--- src/rtl/tsf_pkg.sv ---
// Shared types, codes and helpers for the tilemap scanline fetcher.
// No dependencies; used by every module under rtl.
package tsf_pkg;

   localparam int unsigned ScreenWidthDefault = 640;

   localparam logic Cmd_START = 1'b0;
   localparam logic Cmd_TILE  = 1'b1;

   localparam logic [1:0] Kind_FETCH = 2'd0;
   localparam logic [1:0] Kind_COPY  = 2'd1;
   localparam logic [1:0] Kind_SKIP  = 2'd2;
   localparam logic [1:0] Kind_EMPTY = 2'd3;

   localparam logic [1:0] Mode_8BPP  = 2'd2;
   localparam logic [1:0] Mode_WIDE  = 2'd1;

   localparam logic [2:0] Reg_TILE_SIZE = 3'd0;
   localparam logic [2:0] Reg_MAP_WLOG  = 3'd1;
   localparam logic [2:0] Reg_MAP_H     = 3'd2;
   localparam logic [2:0] Reg_POS_X     = 3'd3;
   localparam logic [2:0] Reg_POS_RY    = 3'd4;
   localparam logic [2:0] Reg_OBJ_W     = 3'd5;
   localparam logic [2:0] Reg_MODE      = 3'd6;

   typedef struct packed {
      logic [1:0]  tile_size_code;
      logic [3:0]  map_width_log2;
      logic [11:0] map_height;
      logic [11:0] pos_x;
      logic [11:0] pos_ry;
      logic [11:0] obj_width;
      logic [1:0]  render_mode;
   } cfg_type;

   typedef struct packed {
      logic        command;
      logic [10:0] line_number;
      logic [15:0] tile_index;
   } item_type;

   typedef struct packed {
      logic [1:0]  kind;
      logic [23:0] map_entry;
      logic [11:0] dst_pos;
      logic [25:0] src_offset;
      logic [5:0]  pixel_count;
      logic        last;
   } result_type;

   // Tile edge in pixels; code three behaves as 16.
   function automatic logic [5:0] tile_edge(input logic [1:0] code);
      case (code)
         2'd1:    tile_edge = 6'd32;
         2'd2:    tile_edge = 6'd8;
         default: tile_edge = 6'd16;
      endcase
   endfunction

   // log2 of the tile edge.
   function automatic logic [2:0] tile_shift(input logic [1:0] code);
      case (code)
         2'd1:    tile_shift = 3'd5;
         2'd2:    tile_shift = 3'd3;
         default: tile_shift = 3'd4;
      endcase
   endfunction

endpackage

--- src/rtl/tsf_csr.sv ---
// Configuration register file with an APB-style port.
// Depends on tsf_pkg for the register layout and indexes.
module tsf_csr (
   input  logic               clock,
   input  logic               reset,
   input  logic               csr_psel,
   input  logic               csr_penable,
   input  logic               csr_pwrite,
   input  logic [4:0]         csr_paddr,
   input  logic [31:0]        csr_pwdata,
   output logic [31:0]        csr_prdata,
   output logic               csr_pready,
   output tsf_pkg::cfg_type   cfg
);
   import tsf_pkg::*;

   cfg_type     cfg_ff;
   logic [2:0]  index;
   logic        write_en;

   assign csr_pready = 1'b1;
   assign index      = csr_paddr[4:2];
   assign write_en   = csr_psel & csr_penable & csr_pwrite;
   assign cfg        = cfg_ff;

   always_ff @(posedge clock) begin
      if (reset) begin
         cfg_ff <= '{tile_size_code: 2'd0, map_width_log2: 4'd5, map_height: 12'd32,
                     pos_x: 12'd0, pos_ry: 12'd0, obj_width: 12'd0, render_mode: 2'd0};
      end else if (write_en) begin
         unique case (index)
            Reg_TILE_SIZE: cfg_ff.tile_size_code <= csr_pwdata[1:0];
            Reg_MAP_WLOG:  cfg_ff.map_width_log2 <= csr_pwdata[3:0];
            Reg_MAP_H:     cfg_ff.map_height     <= csr_pwdata[11:0];
            Reg_POS_X:     cfg_ff.pos_x          <= csr_pwdata[11:0];
            Reg_POS_RY:    cfg_ff.pos_ry         <= csr_pwdata[11:0];
            Reg_OBJ_W:     cfg_ff.obj_width      <= csr_pwdata[11:0];
            Reg_MODE:      cfg_ff.render_mode    <= csr_pwdata[1:0];
            default: ;
         endcase
      end
   end

   always_comb begin
      csr_prdata = '0;
      unique case (index)
         Reg_TILE_SIZE: csr_prdata[1:0]  = cfg_ff.tile_size_code;
         Reg_MAP_WLOG:  csr_prdata[3:0]  = cfg_ff.map_width_log2;
         Reg_MAP_H:     csr_prdata[11:0] = cfg_ff.map_height;
         Reg_POS_X:     csr_prdata[11:0] = cfg_ff.pos_x;
         Reg_POS_RY:    csr_prdata[11:0] = cfg_ff.pos_ry;
         Reg_OBJ_W:     csr_prdata[11:0] = cfg_ff.obj_width;
         Reg_MODE:      csr_prdata[1:0]  = cfg_ff.render_mode;
         default:       csr_prdata = '0;
      endcase
   end

endmodule

--- src/rtl/tsf_queue.sv ---
// Short item queue between the front and back parts.
// Depends on tsf_pkg for the item type.
module tsf_queue #(
   parameter int unsigned DEPTH = 2
) (
   input  logic               clock,
   input  logic               reset,
   input  logic               push,
   input  tsf_pkg::item_type  push_data,
   output logic               full,
   input  logic               pop,
   output tsf_pkg::item_type  pop_data,
   output logic               empty
);
   import tsf_pkg::*;

   localparam int unsigned AW = (DEPTH > 1) ? $clog2(DEPTH) : 1;

   item_type        mem_ff [DEPTH];
   logic [AW-1:0]   wr_ff, rd_ff;
   logic [AW:0]     count_ff;

   assign full     = (count_ff == (AW+1)'(DEPTH));
   assign empty    = (count_ff == '0);
   assign pop_data = mem_ff[rd_ff];

   always_ff @(posedge clock) begin
      if (push && !full) mem_ff[wr_ff] <= push_data;
   end

   always_ff @(posedge clock) begin
      if (reset) begin
         wr_ff    <= '0;
         rd_ff    <= '0;
         count_ff <= '0;
      end else begin
         if (push && !full)
            wr_ff <= (wr_ff == AW'(DEPTH - 1)) ? '0 : wr_ff + 1'b1;
         if (pop && !empty)
            rd_ff <= (rd_ff == AW'(DEPTH - 1)) ? '0 : rd_ff + 1'b1;
         count_ff <= count_ff + (AW+1)'(push && !full) - (AW+1)'(pop && !empty);
      end
   end

   count_bound: assert property (@(posedge clock) disable iff (reset)
      count_ff <= (AW+1)'(DEPTH)) else $error("queue count overflow");
   no_pop_empty: assert property (@(posedge clock) disable iff (reset)
      empty |=> !(count_ff == '1)) else $error("queue count underflow");
   push_grows: assert property (@(posedge clock) disable iff (reset)
      (push && !full && !pop) |=> !empty) else $error("queue lost a beat");

endmodule

--- src/rtl/tsf_engine.sv ---
// Back part: carries out start-line and tile items and emits result beats.
// Depends on tsf_pkg; takes items from tsf_queue and config from tsf_csr.
module tsf_engine #(
   parameter int unsigned SCREEN_WIDTH = tsf_pkg::ScreenWidthDefault
) (
   input  logic                 clock,
   input  logic                 reset,
   input  tsf_pkg::cfg_type     cfg,
   input  logic                 item_valid,
   input  tsf_pkg::item_type    item,
   output logic                 item_pop,
   output logic                 rsp_tvalid,
   input  logic                 rsp_tready,
   output tsf_pkg::result_type  rsp_beat
);
   import tsf_pkg::*;

   typedef enum logic [2:0] {
      S_IDLE, S_MOD, S_START, S_OUT1, S_OUT2
   } state_type;

   state_type   state_ff;
   logic [23:0] row_base_ff;
   logic [4:0]  row_in_tile_ff;
   logic [10:0] tile_column_ff;
   logic [12:0] screen_pos_ff;
   logic [11:0] screen_end_ff;
   logic [4:0]  partial_first_ff;
   logic        line_active_ff;
   // Line offset remainder, reduced one step per cycle by restoring division.
   logic [11:0] rem_ff;
   logic        rem_neg_ff;
   logic [17:0] period_ff;
   logic [3:0]  step_ff;
   result_type  out1_ff, out2_ff;
   logic        has2_ff;

   logic [5:0]  ts;
   logic [2:0]  tsh;
   logic [3:0]  wlog;
   logic [10:0] wmask;
   logic [12:0] hgt;
   logic signed [12:0] x_al, ry;
   logic signed [13:0] diff;
   logic signed [13:0] endx;
   logic [12:0] startx;
   logic [11:0] neg;
   logic [11:0] diff_mag;
   logic [25:0] sub_val;
   logic [17:0] m_val;
   logic [23:0] row_base_new;
   logic [10:0] column_new;
   logic [25:0] src;
   logic [4:0]  col;
   logic [5:0]  cnt;
   logic [12:0] pos_next;
   logic        lastb;
   logic [15:0] idx;

   always_comb begin
      ts    = tile_edge(cfg.tile_size_code);
      tsh   = tile_shift(cfg.tile_size_code);
      wlog  = (cfg.map_width_log2 > 4'd11) ? 4'd11 : cfg.map_width_log2;
      wmask = 11'((12'd1 << wlog) - 12'd1);
      hgt   = (cfg.map_height == 12'd0) ? 13'd4096 : {1'b0, cfg.map_height};
      x_al  = 13'(signed'(cfg.pos_x));
      x_al  = (cfg.render_mode == Mode_8BPP) ? (x_al & ~13'sd3) : (x_al & ~13'sd1);
      ry    = 13'(signed'(cfg.pos_ry));
      diff  = 14'(signed'({2'b00, item.line_number})) - 14'(ry);
      diff_mag = diff[13] ? 12'(-diff) : 12'(diff);
      endx  = 14'(x_al) + 14'(signed'({2'b00, cfg.obj_width}));
      if (endx > $signed(14'(SCREEN_WIDTH))) endx = $signed(14'(SCREEN_WIDTH));
      startx = x_al[12] ? 13'd0 : 13'(x_al);
      neg    = x_al[12] ? 12'(-x_al) : 12'd0;
      sub_val = 26'(period_ff) << step_ff;
      // A negative offset folds back to period minus its remainder.
      m_val  = (rem_neg_ff && rem_ff != 12'd0) ? period_ff - 18'(rem_ff)
                                               : 18'(rem_ff);
      row_base_new = ({6'd0, m_val} >> tsh) << wlog;
      column_new   = 11'(neg >> tsh) & wmask;
      idx    = (cfg.render_mode == Mode_WIDE) ? item.tile_index
                                              : {8'd0, item.tile_index[7:0]};
      col    = ({1'b0, partial_first_ff} < ts) ? partial_first_ff : 5'd0;
      cnt    = ts - {1'b0, col};
      pos_next = screen_pos_ff + 13'(cnt);
      lastb  = (pos_next >= {1'b0, screen_end_ff});
      // (idx-1)*ts*ts; ts*ts is a power of two, so a shift.
      src    = 26'(({15'd0, 16'(idx - 16'd1)} << {tsh, 1'b0}) & 31'h3ffffff)
             + 26'({row_in_tile_ff, 5'd0} >> (3'd5 - tsh)) + 26'(col);
   end

   assign item_pop   = (state_ff == S_IDLE) && item_valid;
   assign rsp_tvalid = (state_ff == S_OUT1) || (state_ff == S_OUT2);
   assign rsp_beat   = (state_ff == S_OUT2) ? out2_ff : out1_ff;

   always_ff @(posedge clock) begin
      if (reset) begin
         state_ff       <= S_IDLE;
         line_active_ff <= 1'b0;
         row_base_ff    <= '0;
         row_in_tile_ff <= '0;
         tile_column_ff <= '0;
         screen_pos_ff  <= '0;
         screen_end_ff  <= '0;
         partial_first_ff <= '0;
         has2_ff        <= 1'b0;
      end else begin
         unique case (state_ff)
            S_IDLE: begin
               if (item_valid) begin
                  if (item.command == Cmd_START) begin
                     // Positive modulo: reduce the offset magnitude first.
                     period_ff  <= 18'(hgt) << tsh;
                     rem_ff     <= diff_mag;
                     rem_neg_ff <= diff[13];
                     step_ff    <= 4'd8;
                     state_ff   <= S_MOD;
                  end else if (line_active_ff) begin
                     screen_pos_ff    <= pos_next;
                     tile_column_ff   <= (tile_column_ff + 11'd1) & wmask;
                     partial_first_ff <= '0;
                     out1_ff <= '{kind: (idx != 0) ? Kind_COPY : Kind_SKIP,
                                  map_entry: '0, dst_pos: screen_pos_ff[11:0],
                                  src_offset: (idx != 0) ? src : 26'd0,
                                  pixel_count: cnt, last: lastb};
                     out2_ff <= '{kind: Kind_FETCH,
                                  map_entry: row_base_ff + 24'((tile_column_ff + 11'd1) & wmask),
                                  dst_pos: '0, src_offset: '0, pixel_count: '0, last: 1'b0};
                     has2_ff <= !lastb;
                     if (lastb) line_active_ff <= 1'b0;
                     state_ff <= S_OUT1;
                  end
               end
            end
            S_MOD: begin
               // Subtract period << step when it fits.
               if ({14'd0, rem_ff} >= sub_val)
                  rem_ff <= 12'({14'd0, rem_ff} - sub_val);
               if (step_ff == 4'd0) state_ff <= S_START;
               else step_ff <= step_ff - 4'd1;
            end
            S_START: begin
               row_in_tile_ff <= 5'(m_val & 18'(ts - 6'd1));
               row_base_ff    <= row_base_new;
               has2_ff        <= 1'b0;
               if (endx <= $signed({1'b0, startx})) begin
                  line_active_ff <= 1'b0;
                  out1_ff <= '{kind: Kind_EMPTY, map_entry: '0, dst_pos: '0,
                               src_offset: '0, pixel_count: '0, last: 1'b1};
               end else begin
                  tile_column_ff   <= column_new;
                  partial_first_ff <= 5'(neg & 12'(ts - 6'd1));
                  screen_pos_ff    <= startx;
                  screen_end_ff    <= 12'(endx);
                  line_active_ff   <= 1'b1;
                  out1_ff <= '{kind: Kind_FETCH,
                               map_entry: row_base_new + 24'(column_new),
                               dst_pos: '0, src_offset: '0, pixel_count: '0, last: 1'b0};
               end
               state_ff <= S_OUT1;
            end
            S_OUT1: if (rsp_tready) state_ff <= has2_ff ? S_OUT2 : S_IDLE;
            S_OUT2: if (rsp_tready) state_ff <= S_IDLE;
            default: state_ff <= S_IDLE;
         endcase
      end
   end

   last_ends_line: assert property (@(posedge clock) disable iff (reset)
      (rsp_tvalid && rsp_tready && rsp_beat.last) |=> !line_active_ff)
      else $error("line still active after last beat");
   second_is_fetch: assert property (@(posedge clock) disable iff (reset)
      (state_ff == S_OUT2) |-> (rsp_beat.kind == Kind_FETCH))
      else $error("second beat is not a fetch");
   no_pop_busy: assert property (@(posedge clock) disable iff (reset)
      item_pop |-> (state_ff == S_IDLE)) else $error("pop while busy");

endmodule

--- src/rtl/tilemap_scanline_fetcher.sv ---
// Tilemap scanline fetcher, top level.
// Request channel (req_*): start-line beats (command 0, line number) and tile
// beats (command 1, fetched map entry value). Response channel (rsp_*): fetch
// requests, copy/skip descriptors and the empty-line marker; tlast marks the
// final beat of a scanline. Configuration goes through the csr_* APB port.
// The front accepts request beats into a two-entry queue whenever it has room,
// so the sender is not held up while a response waits. The back part takes one
// beat at a time and finishes its responses before taking the next; a start-line
// beat first runs the bit-serial positive modulo of the line offset by the map
// period (9 steps). When the receiver stalls, the response holds and the back part
// waits; the queue then fills and req_tready drops.
// Reset is synchronous: the configuration registers return to their defaults and the line goes
// idle. Tile beats while idle produce nothing.
// Depends on tsf_pkg, tsf_csr, tsf_queue and tsf_engine.
module tilemap_scanline_fetcher #(
   parameter int unsigned SCREEN_WIDTH = tsf_pkg::ScreenWidthDefault
) (
   input  logic        clock,
   input  logic        reset,
   input  logic        req_tvalid,
   output logic        req_tready,
   input  logic [31:0] req_tdata,   // line_number[10:0], tile_index[26:11], zero pad
   input  logic        req_tuser,   // command
   output logic        rsp_tvalid,
   input  logic        rsp_tready,
   output logic [71:0] rsp_tdata,   // map_entry[23:0], dst_pos[35:24],
                                    // src_offset[61:36], pixel_count[67:62], pad
   output logic [1:0]  rsp_tuser,   // kind
   output logic        rsp_tlast,   // last
   input  logic        csr_psel,
   input  logic        csr_penable,
   input  logic        csr_pwrite,
   input  logic [4:0]  csr_paddr,
   input  logic [31:0] csr_pwdata,
   output logic [31:0] csr_prdata,
   output logic        csr_pready
);
   import tsf_pkg::*;

   cfg_type    cfg;
   item_type   in_item, q_item;
   result_type beat;
   logic       q_full, q_empty, q_pop;

   assign in_item = '{command: req_tuser, line_number: req_tdata[10:0],
                      tile_index: req_tdata[26:11]};
   assign req_tready = !q_full;

   tsf_csr u_csr (
      .clock, .reset, .csr_psel, .csr_penable, .csr_pwrite, .csr_paddr,
      .csr_pwdata, .csr_prdata, .csr_pready, .cfg
   );

   tsf_queue #(.DEPTH(2)) u_queue (
      .clock, .reset, .push(req_tvalid), .push_data(in_item), .full(q_full),
      .pop(q_pop), .pop_data(q_item), .empty(q_empty)
   );

   tsf_engine #(.SCREEN_WIDTH(SCREEN_WIDTH)) u_engine (
      .clock, .reset, .cfg, .item_valid(!q_empty), .item(q_item),
      .item_pop(q_pop), .rsp_tvalid, .rsp_tready, .rsp_beat(beat)
   );

   assign rsp_tdata = {4'd0, beat.pixel_count, beat.src_offset, beat.dst_pos,
                       beat.map_entry};
   assign rsp_tuser = beat.kind;
   assign rsp_tlast = beat.last;

endmodule
--- config.mk ---
export PLATFORM = sky130hd
export DESIGN_NAME = tilemap_scanline_fetcher
export DESIGN_NICKNAME = d
export VERILOG_FILES = /design/src/rtl/tsf_pkg.sv /design/src/rtl/tsf_csr.sv /design/src/rtl/tsf_queue.sv /design/src/rtl/tsf_engine.sv /design/src/rtl/tilemap_scanline_fetcher.sv
export SDC_FILE = /design/constraint.sdc
export NUM_CORES = 1
export LEC_CHECK = 0
export BUFFER_PORTS_ARGS = -buffer_cell sky130_fd_sc_hd__buf_4
export CORE_MARGIN = 3
export CORE_UTILIZATION = 25
export CTS_CLUSTER_DIAMETER = 120
export DETAILED_ROUTE_END_ITERATION = 16
export PLACE_DENSITY_LB_ADDON = 0.15
export SYNTH_ARGS = -nofsm -noshare
export SYNTH_HDL_FRONTEND = slang
export SYNTH_SLANG_ARGS = --single-unit
--- constraint.sdc ---
create_clock -name clock -period 10.6 [get_ports clock]
set_input_delay 1.59 -clock clock [delete_from_list [all_inputs] [get_ports clock]]
set_output_delay 1.59 -clock clock [all_outputs]
set_load 0.02 [all_outputs]
# After elaboration in Yosys (flattened, before gate mapping)
# Memories as Yosys holds them, arrays and structs flattened. A register that Yosys moved wholly into a read port is not among the register bits.
# Index checks and enable logic that the tools add are counted.
[totals]
regBits = 265
latch_bits = 0
ram_bits = 56
rom_bits = 0
out_inout_bits = 110
n_memories = 1
[memory_table]
columns = ["memory", "depth", "width", "read_ports", "rd_ports_with_merged_regs", "write_ports", "line", "text"]
rows = [
  ["u_queue.mem_ff", 2, 28, 1, 1, 1, "tsf_queue.sv:19", "item_type mem_ff [DEPTH];"],
]
[classes]
n_addsub = 24
mul = 0
div = 0
n_lt_le_gt_ge = 6
eq_ne = 26
shifts = 8
n_mux = 70
n_bitwise = 11
n_reduce_logical = 34
[ops]
columns = ["cell", "count"]
rows = [
  ["$mux W71", 5],
  ["$pmux W71 S2", 1],
  ["$mux W12", 6],
  ["$mux W13", 5],
  ["$mux W11", 4],
  ["$pmux W8 S4", 1],
  ["$reduce_and A5 Y1", 6],
  ["$add A26 B26 Y26", 1],
  ["$add A26 B5 Y26", 1],
  ["$ge A12 B26 Y1", 1],
  ["$mux W26", 1],
  ["$pmux W13 S2", 1],
  ["$shl A16 B4 Y26", 1],
  ["$shl A18 B4 Y26", 1],
  ["$shr A10 B3 Y26", 1],
  ["$mux W5", 5],
  ["$add A24 B11 Y24", 1],
  ["$add A24 B24 Y24", 1],
  ["$and A24 B11 Y24", 1],
  ["$neg A12 Y12", 2],
  ["$pmux W12 S2", 1],
  ["$shl A24 B4 Y24", 1],
  ["$shr A18 B3 Y24", 1],
  ["$and A11 B11 Y11", 2],
  ["64 further kinds", 128],
]

# Depth between registers and ports, before layout
[depth]
word_depth = 12
depth_mapped = 31
depth_no_buf = 29

# By module
# Synthesis repeated with hierarchy kept, for this count alone.
[unflattened]
cells_unflattened = 2788
area_unflattened_um2 = 23626.4
[modules_own_cells]
columns = ["mod", "n_inst", "cells_per_inst", "area_per_inst_um2", "seq_area_each_um2"]
rows = [
  ["tsf_engine", 1, 2326, 18420.2, 5305.1],
  ["tsf_csr", 1, 341, 2905.3, 1121.1],
  ["tsf_queue", 1, 114, 2259.7, 1781.7],
  ["tilemap_scanline_fetcher", 1, 7, 41.3, 0.0],
]

# Least setup slack after synthesis
# OpenSTA, ideal clock, no wires.
[synth_timing]
path_type = "register -> register"
start = "register u_csr.cfg_ff (netlist bit u_csr.cfg[54])"
end = "register u_engine.out1_ff[32] (netlist bit), data pin"
t_arrival_ns = 6.363
t_required_ns = 10.323
setup_slack_ns = 3.960
path_stages_with_launch = 26
path_buffers = 8
synth_period_minus_slack_ns = 6.640
path_cell_list = "dfxtp_1 inv_1 ha_1 clkbuf_1 clkbuf_1 clkbuf_1 buf_1 clkbuf_1 buf_1 clkbuf_1 clkbuf_1 nand3_1 fa_1 inv_1 ha_1 o21ai_0 a21boi_0 o21ai_0 a21boi_0 o21ai_0 a21oi_1 o21ai_0 a2111oi_2 nand3_1 xnor2_1 nor4_1"
[synth_via]
elab_chain_cells = 11
[synth_lines]
columns = ["item", "line", "text"]
rows = [
  ["start, declared", "tsf_csr.sv:17", "cfg_type cfg_ff;"],
  ["start signal, assigned", "tsf_csr.sv:28", "cfg_ff <= '{tile_size_code: 2'd0, map_width_log2: 4'd5, map_height: 12'd32,"],
  ["$eq A2 B2 Y1 or $eq A2 B1 Y1 (tied branches)", "tsf_pkg.sv:53, tsf_pkg.sv:62", ""],
  ["$pmux W3 S2", "tsf_pkg.sv:62", "case (code)"],
  ["$sub A3 B3 Y3", "tsf_engine.sv:89", "+ 26'({row_in_tile_ff, 5'd0} >> (3'd5 - tsh)) + 26'(col);"],
  ["$shr A10 B3 Y26", "tsf_engine.sv:89", ""],
  ["$add A26 B26 Y26", "tsf_engine.sv:89", ""],
  ["$add A26 B5 Y26 (*)", "tsf_engine.sv:89", ""],
  ["$mux W26 (*)", "tsf_engine.sv:124", "src_offset: (idx != 0) ? src : 26'd0,"],
  ["$mux W71 (*)", "tsf_engine.sv:118", "end else if (line_active_ff) begin"],
  ["$mux W71 (*)", "tsf_engine.sv:111", "if (item.command == Cmd_START) begin"],
  ["$mux W71 (*)", "tsf_engine.sv:110", "if (item_valid) begin"],
  ["$pmux W71 S2 (*)", "tsf_engine.sv:108", "unique case (state_ff)"],
  ["end signal, assigned", "tsf_engine.sv:122", "out1_ff <= '{kind: (idx != 0) ? Kind_COPY : Kind_SKIP,"],
  ["end signal, assigned", "tsf_engine.sv:148", "out1_ff <= '{kind: Kind_EMPTY, map_entry: '0, dst_pos: '0,"],
  ["end signal, assigned", "tsf_engine.sv:156", "out1_ff <= '{kind: Kind_FETCH,"],
  ["end, declared", "tsf_engine.sv:35", "result_type out1_ff, out2_ff;"],
]
# Mark *: on every way between the ends. The rest lies on a longest branch, timed or not. The select of a mux whose other input is x is not followed.
# A chain may end at the register's enable or synchronous reset.

# Final worst setup path
[layout_timing]
start = "register u_csr.cfg_ff (netlist bit u_csr.cfg[1])"
end = "register u_engine.partial_first_ff[3]"
[layout_via]
elab_chain_cells = 8
[layout_lines]
columns = ["item", "line", "text"]
rows = [
  ["$eq A2 B2 Y1 (*)", "tsf_engine.sv:67", "x_al = (cfg.render_mode == Mode_8BPP) ? (x_al & ~13'sd3) : (x_al & ~13'sd1);"],
  ["$mux W2 (*)", "tsf_engine.sv:67", ""],
  ["$add A12 B13 Y14 (*)", "tsf_engine.sv:71", "endx = 14'(x_al) + 14'(signed'({2'b00, cfg.obj_width}));"],
  ["$gt A14 B11 Y1", "tsf_engine.sv:72", "if (endx > $signed(14'(SCREEN_WIDTH))) endx = $signed(14'(SCREEN_WIDTH));"],
  ["$mux W14 (*)", "tsf_engine.sv:72", ""],
  ["net u_engine.endx[2]", "tsf_engine.sv:45", "logic signed [13:0] endx;"],
  ["$le A14 B14 Y1 (*)", "tsf_engine.sv:146", "if (endx <= $signed({1'b0, startx})) begin"],
  ["$ne A2 B2 Y1 (no line) (*)", "-", ""],
  ["$reduce_and A5 Y1 (no line) (*)", "-", ""],
  ["end signal, assigned", "tsf_engine.sv:152", "partial_first_ff <= 5'(neg & 12'(ts - 6'd1));"],
  ["end, declared", "tsf_engine.sv:28", "logic [4:0] partial_first_ff;"],
]
# Mark *: on every way through the listed nets, which the timed path passes. The rest lies on a longest branch. The select of a mux whose other input is x is not followed.

==> results.md <==
- Via density: 4.904
- Critical setup path kind: register to register
- Hold depth: 2
- Critical path peak fanout: 39
- Min cycle time layout: 6.992 ns
- Post-CTS Hold Fix Bufs: 0
- RSZ-0062 raised after global routing: no
- Arr. time, crit path: 7.48 ns
- First-pass GRT wire length: 117.2 mm
- Wire per inst: 18.90 µm
- Clock Skew: 0.03196 ns
- CTS tree: yes
- DP HPWL: 58.10 mm
- # clock sinks: 318
- Slew Viols, Final: 0
- Post-Syn Area per Cell: 8.709 µm²
- Required time worst endpoint: 11.08 ns
- FFs w/ async S/R, synth: 0%
- Final wirelength: 75.83 mm
- Slew @ Worst Pin: 0.9868 ns
- Element type at the critical path start: register
- Pleak: 0.01002 µW
- Slowest stage delay, CP: 0.71 ns
- Area growth from synthesis to layout: 14.89%
- Status: completed
- # fillers: 9812
- Final hold vios: 0
- Core area: 91940 µm²
- Distinct cells, synth: 100
- Remaining routing DRC violations: 0
- Drt first-iter violations: 1248
- CP Capture Type: register
- Slowest CP cell: a2111oi_0
- Initial antenna violation count: 0
- Antenna Nets Post-Route: 0
- PnR worst setup slack: 3.608 ns
- Ys flop type: edfxtp_1
- Net count, final: 2952
- Flop and latch count out of synthesis: 318
- Root Buffer: clkbuf_16
- Fin crit share: 65.96%
- Starting Density: 25.28%
- R2R Path Start: u_csr.cfg[1]$_SDFFE_PP0P_
- Hold path endpoint: u_engine.screen_end_ff[10]$_SDFFE_PP0P_
- Synth Cell Area: 23240 µm²
- Via count: 19680
- Crit path top cell by count: o21a_1
- Register area share after synthesis: 35.31%
- Highest achievable clock rate: 143.0 MHz
- Total GRT Usage: 15.20%
- H-tree levels: 2
- First drt pass iteration count: 5
- Width of the die: 310.9 µm
- Hold Slack: 0.4552 ns
- P per Cell Area: 174.9 nW/µm²
- Ant diodes: 0
- Max-cap viol count: 0
- Number of setup violations in the final report: 0
- Final core occ: 29.05%
- Largest net degree at the start of global routing: 75
- Peak VDD IR: 117.7 µV
- Synthesized instance count: 2669
- Hold Path Class: register to register
- Post-CTS setup buffer count: 0
- Clock Latency Late Sink: 0.58 ns
- Longest Clk Path Bufs: 3
- Hold path startpoint: u_engine.screen_end_ff[10]$_SDFFE_PP0P_
- Setup tns final: 0 ns
- # rows: 111
- IO Port Bufs: 132
- Vias in the first global route: 19550
- Cts repair resizes: 0
- Gr ovfl total: 0
- DP Worst Slack: 3.729 ns
- EDFF count, synth: 184
- Worst slew margin: 33.82%
- RePlAce Congestion: 0.8636
- Boundary Pins: 187
- Full die area: 96670 µm²
- Synth warnings: 0
- Cts bufs inserted: 40
- R2R depth: 28
- Clock slew at reported path FFs: 0.06 ns
- FF-to-FF setup slack: 3.61 ns
- Reg2reg end: u_engine.partial_first_ff[3]$_SDFFE_PP0P_
- Die height: 310.9 µm
- Layout cells sized above 1: 12.89%
## metal layers
layer	vias to the layer above	GRT usage (%)	routed length [µm]
met1	9432	21.37	36700
met2	445	25.23	34960
met4	0	2.913	1188
li1	9735	-	-
met3	68	1.752	2981
met5	-	0	0
## stage by stage
step	power, µW	instance area (µm²)	instances
2_1_floorplan	2829	23370	2703
3_3_place_gp	3326	25410	3939
3_5_place_dp	3340	25410	3939
4_1_cts	4740	26710	4013
5_1_grt	4987	26710	4013
6_report	4672	26710	4013
## kinds of logic after synthesis
kind of cell               Yosys count  share of synthesized area, %
AOI/OAI and AO/OA                  622                         17.93
xor gates and xnor gates           125                         4.710
adders and majority gates          137                         7.762
buffers and inverters              309                         5.684
DFF                                318                         35.31
muxes                              175                         8.704
other                                2                       0.03231
and+or+nand+nor                    981                         19.87
## area by class of cell
cell class / instances / area [µm²] / area share, %
inverters: 138 / 518.0 / 1.940
clock inverters: 30 / 279.0 / 1.045
repair buffers: 164 / 1231 / 4.610
multi-input cells: 2076 / 13900 / 52.04
flip-flops and latches: 318 / 8209 / 30.74
clock buffers: 44 / 1016 / 3.804
well taps: 1243 / 1555 / 5.824
## worst max-delay path, delay by kind of cell (launching register included)
family | cells | cell delay [ns]
buf+inv | 2 | 0.35
compound gates | 17 | 3.94
flops | 1 | 0.33
fa+ha+maj | 3 | 0.98
simple gates | 6 | 1.30
## sequential cells by signal (all words and copies together), names as in the netlist, named ones only
| signal | count |
|---|---|
| u_csr.cfg | 56 |
| u_engine.has2_ff | 1 |
| u_engine.line_active_ff | 1 |
| u_engine.out1_ff | 69 |
| u_engine.out2_ff | 24 |
| u_engine.partial_first_ff | 4 |
| u_engine.period_ff | 18 |
| u_engine.rem_ff | 12 |
| u_engine.rem_neg_ff | 1 |
| u_engine.row_base_ff | 24 |
| u_engine.row_in_tile_ff | 5 |
| u_engine.screen_end_ff | 12 |
| u_engine.screen_pos_ff | 12 |
| u_engine.state_ff | 3 |
| u_engine.step_ff | 4 |
| u_engine.tile_column_ff | 11 |
| u_queue.count_ff | 2 |
| u_queue.mem_ff | 56 |
| u_queue.rd_ff | 1 |
| u_queue.wr_ff | 1 |
## where the power goes
group	switching, µW	total [µW]	internal [µW]
combinational	1050	1680	630
sequential	151	1630	1480
clock	586	1360	777
total	1790	4670	2880
## worst max-delay path by stage
stage                                                      to                                 from  slack [ns]
floorplan                  u_engine.out1_ff[32]$_SDFFCE_PP0P_           u_csr.cfg[54]$_SDFFE_PP0P_        3.96
global placement    u_engine.partial_first_ff[3]$_SDFFE_PP0P_            u_csr.cfg[1]$_SDFFE_PP0P_        3.69
detailed placement         u_engine.out1_ff[61]$_SDFFCE_PP0P_  u_engine.period_ff[0]$_SDFFCE_PN0P_        3.73
CTS                 u_engine.partial_first_ff[3]$_SDFFE_PP0P_            u_csr.cfg[1]$_SDFFE_PP0P_        3.64
global route        u_engine.partial_first_ff[3]$_SDFFE_PP0P_            u_csr.cfg[1]$_SDFFE_PP0P_        2.99
finish              u_engine.partial_first_ff[3]$_SDFFE_PP0P_            u_csr.cfg[1]$_SDFFE_PP0P_        3.61
## layout by cell type, fill, tap and decap left out, types with 16 or more instances in the layout
master and count:
mux2i_1 107, and3_1 29, ha_1 124, nor2_1 286, nand2b_1 23, o22ai_1 17, a211oi_1 36, and2_1 26
xnor2_1 72, conb_1 36, mux4_2 16, nand2_1 274, inv_1 135, clkbuf_16 40, a21boi_0 17, o21a_1 18
a21o_1 25, a21oi_1 183, nor4_1 17, nand4_1 20, edfxtp_1 184, o211ai_1 21, dfxtp_1 133, buf_4 164
nand3_1 57, or3_1 19, mux2_2 50, o21ai_0 112, a31oi_1 23, xor2_1 53, nor3_1 91, nor2b_1 88
## cells in the mapped netlist (8+ instances only)
cell / instances / area (µm²)
ha_1: 125 / 1564
o21ai_1: 8 / 40.04
and2_1: 27 / 168.9
o21ai_0: 113 / 565.5
mux4_2: 16 / 360.4
o21a_1: 18 / 135.1
mux2_2: 50 / 563.0
xor2_1: 53 / 464.2
o22ai_1: 17 / 106.4
nand4_1: 20 / 125.1
nor2_1: 288 / 1081
or3_1: 19 / 118.9
a21boi_0: 17 / 127.6
o211ai_1: 21 / 157.7
edfxtp_1: 184 / 5525
a221oi_1: 12 / 105.1
a22oi_1: 11 / 82.58
dfxtp_1: 134 / 2683
fa_1: 12 / 240.2
nand2_1: 274 / 1028
inv_1: 135 / 506.7
a21o_1: 25 / 187.7
nor2b_1: 88 / 550.5
a211o_1: 10 / 87.58
buf_1: 18 / 67.56
o31ai_1: 12 / 90.09
a2111oi_0: 11 / 96.34
or2_2: 12 / 75.07
a21oi_1: 185 / 925.9
nand3_1: 57 / 285.3
buf_4: 29 / 217.7
nor3_1: 94 / 470.5
and3_1: 29 / 181.4
mux2i_1: 107 / 1071
a211oi_1: 36 / 270.3
xnor2_1: 72 / 630.6
nor4_1: 17 / 106.4
o221ai_1: 8 / 70.07
clkbuf_1: 112 / 420.4
a31oi_1: 23 / 143.9
nand2b_1: 23 / 143.9
Power figures use the tool's default switching activity.
